## src/sv/mbps_pkg.sv

```systemverilog
// shared types and constants for the masked byte pattern search
// no dependencies

package mbps_pkg;

    localparam int MAX_PATTERN_BYTES_DEF = 40;
    localparam int OFFSET_BITS_DEF       = 32;

    localparam int PATTERN_WORDS = 5;
    localparam int REG_BYTES     = 40;
    localparam int WORD_BITS     = 64;
    localparam int LENGTH_BITS   = 6;
    localparam int CFG_INDEX_W   = 4;

    typedef enum logic [CFG_INDEX_W-1:0] {
        REG_PATTERN0 = 4'd0,
        REG_PATTERN1 = 4'd1,
        REG_PATTERN2 = 4'd2,
        REG_PATTERN3 = 4'd3,
        REG_PATTERN4 = 4'd4,
        REG_CARE     = 4'd5,
        REG_LENGTH   = 4'd6,
        REG_BASE     = 4'd7
    } reg_index_t;

    typedef struct packed {
        logic [PATTERN_WORDS-1:0][WORD_BITS-1:0] pattern_word;
        logic [REG_BYTES-1:0]                    care_mask;
        logic [LENGTH_BITS-1:0]                  pattern_length;
        logic [WORD_BITS-1:0]                    region_base;
    } scan_cfg_t;

endpackage

```

## src/sv/mbps_cfg.sv

```systemverilog
// configuration register file for the masked byte pattern search
// depends on mbps_pkg

module mbps_cfg (
    input  logic                              aclk,
    input  logic                              aresetn,
    input  logic                              cfg_valid,
    output logic                              cfg_ready,
    input  logic [mbps_pkg::CFG_INDEX_W-1:0] cfg_index,
    input  logic [mbps_pkg::WORD_BITS-1:0]   cfg_data,
    output mbps_pkg::scan_cfg_t               cfg
);
    import mbps_pkg::*;

    scan_cfg_t cfg_reg;
    scan_cfg_t cfg_next;

    assign cfg_ready = 1'b1;
    assign cfg       = cfg_reg;

    always_comb begin
        cfg_next = cfg_reg;
        if (cfg_valid) begin
            unique case (reg_index_t'(cfg_index))
                REG_PATTERN0, REG_PATTERN1, REG_PATTERN2, REG_PATTERN3, REG_PATTERN4: begin
                    cfg_next.pattern_word[cfg_index[2:0]] = cfg_data;
                end
                REG_CARE: begin
                    cfg_next.care_mask = cfg_data[REG_BYTES-1:0];
                end
                REG_LENGTH: begin
                    cfg_next.pattern_length = cfg_data[LENGTH_BITS-1:0];
                end
                REG_BASE: begin
                    cfg_next.region_base = cfg_data;
                end
                default: begin
                    cfg_next = cfg_reg;
                end
            endcase
        end
    end

    always_ff @(posedge aclk) begin
        if (!aresetn) begin
            cfg_reg <= '{pattern_word:   '0,
                         care_mask:      '0,
                         pattern_length: LENGTH_BITS'(1),
                         region_base:    '0};
        end else begin
            cfg_reg <= cfg_next;
        end
    end

endmodule

```

## src/sv/mbps_match.sv

```systemverilog
// prefix match vector, byte counter and first-match tracking
// depends on mbps_pkg

module mbps_match #(
    parameter int MAX_PATTERN_BYTES = mbps_pkg::MAX_PATTERN_BYTES_DEF,
    parameter int OFFSET_BITS       = mbps_pkg::OFFSET_BITS_DEF
) (
    input  logic                   aclk,
    input  logic                   aresetn,
    input  logic                   step,
    input  logic [7:0]             data_byte,
    input  logic                   last_byte,
    input  mbps_pkg::scan_cfg_t    cfg,
    output logic                   found,
    output logic [OFFSET_BITS-1:0] match_offset
);
    import mbps_pkg::*;

    localparam int IDX_W = (MAX_PATTERN_BYTES > 1) ? $clog2(MAX_PATTERN_BYTES) : 1;

    logic [OFFSET_BITS-1:0]       count_reg;
    logic [MAX_PATTERN_BYTES-1:0] prefix_reg;
    logic                         seen_reg;
    logic [OFFSET_BITS-1:0]       offset_reg;

    logic [MAX_PATTERN_BYTES-1:0] byte_ok;
    logic [MAX_PATTERN_BYTES-1:0] prefix_next;
    logic [LENGTH_BITS:0]         len_ext;
    logic [LENGTH_BITS:0]         eff_len;
    logic [IDX_W-1:0]             len_m1;
    logic                         saturated;
    logic                         hit;
    logic                         seen_next;
    logic [OFFSET_BITS-1:0]       offset_next;

    // per pattern byte compare against the incoming byte
    for (genvar k = 0; k < MAX_PATTERN_BYTES; k++) begin : g_cmp
        if (k < REG_BYTES) begin : g_reg
            assign byte_ok[k] = !cfg.care_mask[k] ||
                (data_byte == cfg.pattern_word[k / 8][(k % 8) * 8 +: 8]);
        end else begin : g_wild
            assign byte_ok[k] = 1'b1;
        end
        if (k == 0) begin : g_first
            assign prefix_next[k] = byte_ok[k];
        end else begin : g_rest
            assign prefix_next[k] = prefix_reg[k-1] & byte_ok[k];
        end
    end

    always_comb begin
        len_ext = {1'b0, cfg.pattern_length};
        if (len_ext == '0) begin
            eff_len = (LENGTH_BITS+1)'(1);
        end else if (len_ext > (LENGTH_BITS+1)'(MAX_PATTERN_BYTES)) begin
            eff_len = (LENGTH_BITS+1)'(MAX_PATTERN_BYTES);
        end else begin
            eff_len = len_ext;
        end
        len_m1 = IDX_W'(eff_len - (LENGTH_BITS+1)'(1));
    end

    assign saturated   = &count_reg;
    assign hit         = !saturated && !seen_reg && prefix_next[len_m1];
    assign seen_next   = seen_reg | hit;
    assign offset_next = hit ? (count_reg - OFFSET_BITS'(len_m1)) : offset_reg;

    assign found        = seen_next;
    assign match_offset = offset_next;

    always_ff @(posedge aclk) begin
        if (!aresetn) begin
            count_reg  <= '0;
            prefix_reg <= '0;
            seen_reg   <= 1'b0;
            offset_reg <= '0;
        end else if (step) begin
            if (last_byte) begin
                count_reg  <= '0;
                prefix_reg <= '0;
                seen_reg   <= 1'b0;
                offset_reg <= '0;
            end else if (!saturated) begin
                count_reg  <= count_reg + OFFSET_BITS'(1);
                prefix_reg <= prefix_next;
                seen_reg   <= seen_next;
                offset_reg <= offset_next;
            end
        end
    end

endmodule

```

## src/sv/masked_byte_pattern_search.sv

```systemverilog
// an item is registered on accept, and the result of the region's last item is then
// registered for the result port; one item per cycle, except while the last item
// waits on a stalled result port; rate set by the prefix match update over all bytes.
// reset (aresetn low, synchronous) clears the scan, empties both item registers
// and sets pattern_length to 1 and all other configuration registers to 0.
// depends on mbps_pkg, mbps_cfg, mbps_match

module masked_byte_pattern_search #(
    parameter int MAX_PATTERN_BYTES = mbps_pkg::MAX_PATTERN_BYTES_DEF,
    parameter int OFFSET_BITS       = mbps_pkg::OFFSET_BITS_DEF
) (
    input  logic                              aclk,
    input  logic                              aresetn,
    input  logic                              s_tvalid,
    output logic                              s_tready,
    input  logic [7:0]                        s_tdata,   // data_byte
    input  logic                              s_tlast,   // last_byte
    output logic                              m_tvalid,
    input  logic                              m_tready,
    output logic [mbps_pkg::WORD_BITS-1:0]   m_tdata,   // match_address
    output logic                              m_tuser,   // found
    input  logic                              cfg_valid,
    output logic                              cfg_ready,
    input  logic [mbps_pkg::CFG_INDEX_W-1:0] cfg_index,
    input  logic [mbps_pkg::WORD_BITS-1:0]   cfg_data
);
    import mbps_pkg::*;

    scan_cfg_t              cfg;
    logic                   in_valid_reg;
    logic [7:0]             in_data_reg;
    logic                   in_last_reg;
    logic                   out_valid_reg;
    logic                   out_found_reg;
    logic [OFFSET_BITS-1:0] out_offset_reg;
    logic                   out_free;
    logic                   advance;
    logic                   found;
    logic [OFFSET_BITS-1:0] match_offset;

    mbps_cfg u_cfg (
        .aclk      (aclk),
        .aresetn   (aresetn),
        .cfg_valid (cfg_valid),
        .cfg_ready (cfg_ready),
        .cfg_index (cfg_index),
        .cfg_data  (cfg_data),
        .cfg       (cfg)
    );

    mbps_match #(
        .MAX_PATTERN_BYTES (MAX_PATTERN_BYTES),
        .OFFSET_BITS       (OFFSET_BITS)
    ) u_match (
        .aclk         (aclk),
        .aresetn      (aresetn),
        .step         (advance),
        .data_byte    (in_data_reg),
        .last_byte    (in_last_reg),
        .cfg          (cfg),
        .found        (found),
        .match_offset (match_offset)
    );

    assign out_free = !out_valid_reg || m_tready;
    assign advance  = in_valid_reg && (!in_last_reg || out_free);
    assign s_tready = !in_valid_reg || advance;

    always_ff @(posedge aclk) begin
        if (!aresetn) begin
            in_valid_reg <= 1'b0;
        end else if (s_tready) begin
            in_valid_reg <= s_tvalid;
        end
    end

    always_ff @(posedge aclk) begin
        if (s_tvalid && s_tready) begin
            in_data_reg <= s_tdata;
            in_last_reg <= s_tlast;
        end
    end

    always_ff @(posedge aclk) begin
        if (!aresetn) begin
            out_valid_reg <= 1'b0;
        end else if (advance && in_last_reg) begin
            out_valid_reg <= 1'b1;
        end else if (m_tready) begin
            out_valid_reg <= 1'b0;
        end
    end

    always_ff @(posedge aclk) begin
        if (advance && in_last_reg) begin
            out_found_reg  <= found;
            out_offset_reg <= match_offset;
        end
    end

    assign m_tvalid = out_valid_reg;
    assign m_tuser  = out_found_reg;
    assign m_tdata  = out_found_reg ? (cfg.region_base + WORD_BITS'(out_offset_reg))
                                    : '0;

endmodule

```

## config.mk

```make
export PLATFORM = sky130hd
export DESIGN_NAME = masked_byte_pattern_search
export DESIGN_NICKNAME = d
export VERILOG_FILES = /design/src/sv/mbps_pkg.sv /design/src/sv/mbps_cfg.sv /design/src/sv/mbps_match.sv /design/src/sv/masked_byte_pattern_search.sv
export SDC_FILE = /design/constraint.sdc
export NUM_CORES = 2
export LEC_CHECK = 0
export BUFFER_PORTS_ARGS = -buffer_cell sky130_fd_sc_hd__buf_4
export CAP_MARGIN = 15
export CORE_UTILIZATION = 25
export CTS_CLUSTER_SIZE = 25
export DETAILED_ROUTE_END_ITERATION = 10
export PLACE_DENSITY = 0.39
export SYNTH_ARGS = -nofsm -noshare
export SYNTH_HDL_FRONTEND = slang
export SYNTH_SLANG_ARGS = --single-unit
```

## constraint.sdc

```tcl
create_clock -name aclk -period 6 [get_ports aclk]
set_input_delay 1.2 -clock aclk [delete_from_list [all_inputs] [get_ports aclk]]
set_output_delay 1.2 -clock aclk [all_outputs]
set_load 0.1 [all_outputs]
```

==> flow_summary.ini <==
[timing]
slew_headroom_pct = 25.72
drv_slew = 0
tightest_slew_ps = 1110
finalHoldViolCount = 0
period_minus_slack_ps = 5567
fin_crit_sh_pct = 92.79
finClkSkew_ps = 21.89
finalSetupViolCount = 0
hold_ws_ps = 460.8
clock.fmax_ghz = 0.1796
fin_ws_ps = 432.6
fin_setup_tns_ps = 0
rsz0062_at_grt = no

[setup_path]
worstPathRequired_ps = 4800
worstSetupEndpointType = output pin
r2r_cells = 17
worstPathArrival_ps = 4370
worstSetupStartpointType = flip-flop
crit_fanout = 3
critical_path_class = reg2out

[power]
comb_power_share_pct = 9.0
max-vdd-ir-drop_mv = 0.1596
p_clk_share_pct = 49.0
p_sw_mw = 2.444
power.leakage_nw = 11.46
swShare_pct = 25.77
seqPwrFrac_pct = 42.0
design_power_total_mw = 9.482
powerDensity_nw_per_um2 = 276.3
internal_power_mw = 7.038

[hold_path]
min_path_type = reg2reg
hold_depth = 2

[floorplanning]
start_util_pct = 25.17
die_h_um = 343.8
dieArea_um2 = 118200
fp.dieW_um = 343.8
io_pins = 150
coreArea_um2 = 116000
rows = 125

[cells_and_area]
fin_util_pct = 29.57
largest_reg_flops = 430
final_cells = 5080
diodes = 0
nets = 3622
fillers = 12470
drive_gt1_share_pct = 11.19
fin_area_um2 = 34310
area_growth_syn_to_layout_pct = 17.48

[placement]
dp_cells = 4942
hpwl_um = 70230
port_buffers = 148
place_area_um2 = 31730
gp_congestion = 0.7990
post-place-ws_ps = 725.9

[global_routing]
antenna_found_initial = 6
grt_max_degree = 185
track_usage_pct = 17.81
grt_overflow = 0
grt_pass1_vias = 23000
grt_pass1_wl_um = 157000

[yosys]
synth_area_leader_cell = dfxtp_1
ys_seq_elements = 578
synth_top_area_share_pct = 36.74
synth_commonest_cells = nand2_1, dfxtp_1, a21boi_0, xnor2_1, clkbuf_1
syn_avg_cell_area_um2 = 8.444
synth-async-reset-ratio_pct = 0
yosysUniqueCellTypes = 80
syn_inst = 3459
ys_seq_area_share_pct = 41.05
synth_edf_count = 42
synthFlopType = dfxtp_1
synthesis.nets = 3581
synth_area_leaders = dfxtp_1, nand2_1, a21boi_0
yosysMostFrequentCell = nand2_1
syn_area_um2 = 29210
yosysWarnings = 0

[routing]
wl_per_cell_um = 20.90
wl_um = 106200
drt_iter0_drc = 1395
vias = 23500
antenna_left = 0
vias_per_cell = 4.626
dr.pass1.iters = 7
drc = 0

[clock_tree]
clk_pin_slew_ps = 60
cts_made_buffers = 76
htreeDepth = 3
clk_latency_ps = 640
ctsLongestPathBuffers = 3
clock-sinks = 578
cts_tree = built
cts_hold_buf = 0
cts.root.buffer_cell = clkbuf_16

[run_status]
status = finished clean

[flow_run]
drv_cap = 0
## worst max-delay path: stages, from the launching register on
cell and delay (ps):
edfxtp_1 370, ha_1 220, fa_1 400, a21o_1 210
a21oi_2 200, o211ai_1 210, a221oi_4 390, o21ai_1 230
a311oi_2 400, a2111oi_0 190, a211oi_1 290, xnor2_1 160
and2_1 150, buf_4 290
## cells by family after synthesis
kind of cell,count (synthesis),synth area share [%]
adder cells (fa/ha/maj),44,1.919
multiplexers,42,1.743
AO/OA/AOI/OAI,708,17.44
flip-flops,578,41.05
buffers and inverters,268,4.129
other,1,0.01284
AND/OR/NAND/NOR,1392,20.93
XOR/XNOR,426,12.77
## cell type report
type | instances | area [µm²] | share of cell area [%]
Multi-Input combinational cell | 2613 | 16110 | 46.95
Sequential cell | 578 | 11990 | 34.95
Tap cell | 1524 | 1907 | 5.557
Clock buffer | 119 | 2349 | 6.844
Clock inverter | 15 | 182.7 | 0.5324
Timing Repair Buffer | 206 | 1679 | 4.893
Inverter | 25 | 93.84 | 0.2735
## placed cells by master, fill, tap and decap left out, drive strengths merged, types with 29 or more instances in the layout
cell type,count
buf,206
inv,29
nor2b,42
xor2,95
nand4,85
a21oi,50
ha,38
a21boi,441
nand2,950
edfxtp,42
clkbuf,119
mux2,31
a22o,30
nand3,42
nor2,116
dfxtp,536
and2,34
o21ai,83
xnor2,331
## timing repair
item,in CTS,in global routing
pin swaps,0,3
resized for setup,1,3
buffers inserted,0,4
endpoints found under the hold margin,0,0
setup endpoints to repair,1,12
## layer usage
layer	share of wire (%)	track usage, %	wire (µm)
met2	44	27.68	46700
met1	50	25.48	53210
met3	3.8	2.890	4042
met4	2.1	4.351	2201
met5	0.011	0	12
## power by group through the flow
stage | sequential (mW) | clock, mW | combinational [mW]
2_1_floorplan | 4.05 | 0 | 0.543
3_3_place_gp | 4.06 | 0 | 0.867
3_5_place_dp | 4.06 | 0 | 0.865
4_1_cts | 3.98 | 4.80 | 0.868
5_1_grt | 3.98 | 4.93 | 0.916
6_report | 3.98 | 4.65 | 0.854
## final timing paths
path | slack (ps) | startpoint | endpoint
min reg2reg | 460 | u_match.prefix_reg[7]$_SDFFE_PN0P_ | u_match.prefix_reg[7]$_SDFFE_PN0P_
min | 460 | u_match.prefix_reg[7]$_SDFFE_PN0P_ | u_match.prefix_reg[7]$_SDFFE_PN0P_
max | 430 | out_offset_reg[0]$_DFFE_PP_ | m_tdata[28]
max reg2reg | 940 | u_cfg.cfg[66]$_SDFFE_PN0P_ | out_offset_reg[22]$_DFFE_PP_
No activity file was read; power rests on OpenSTA's default activity.
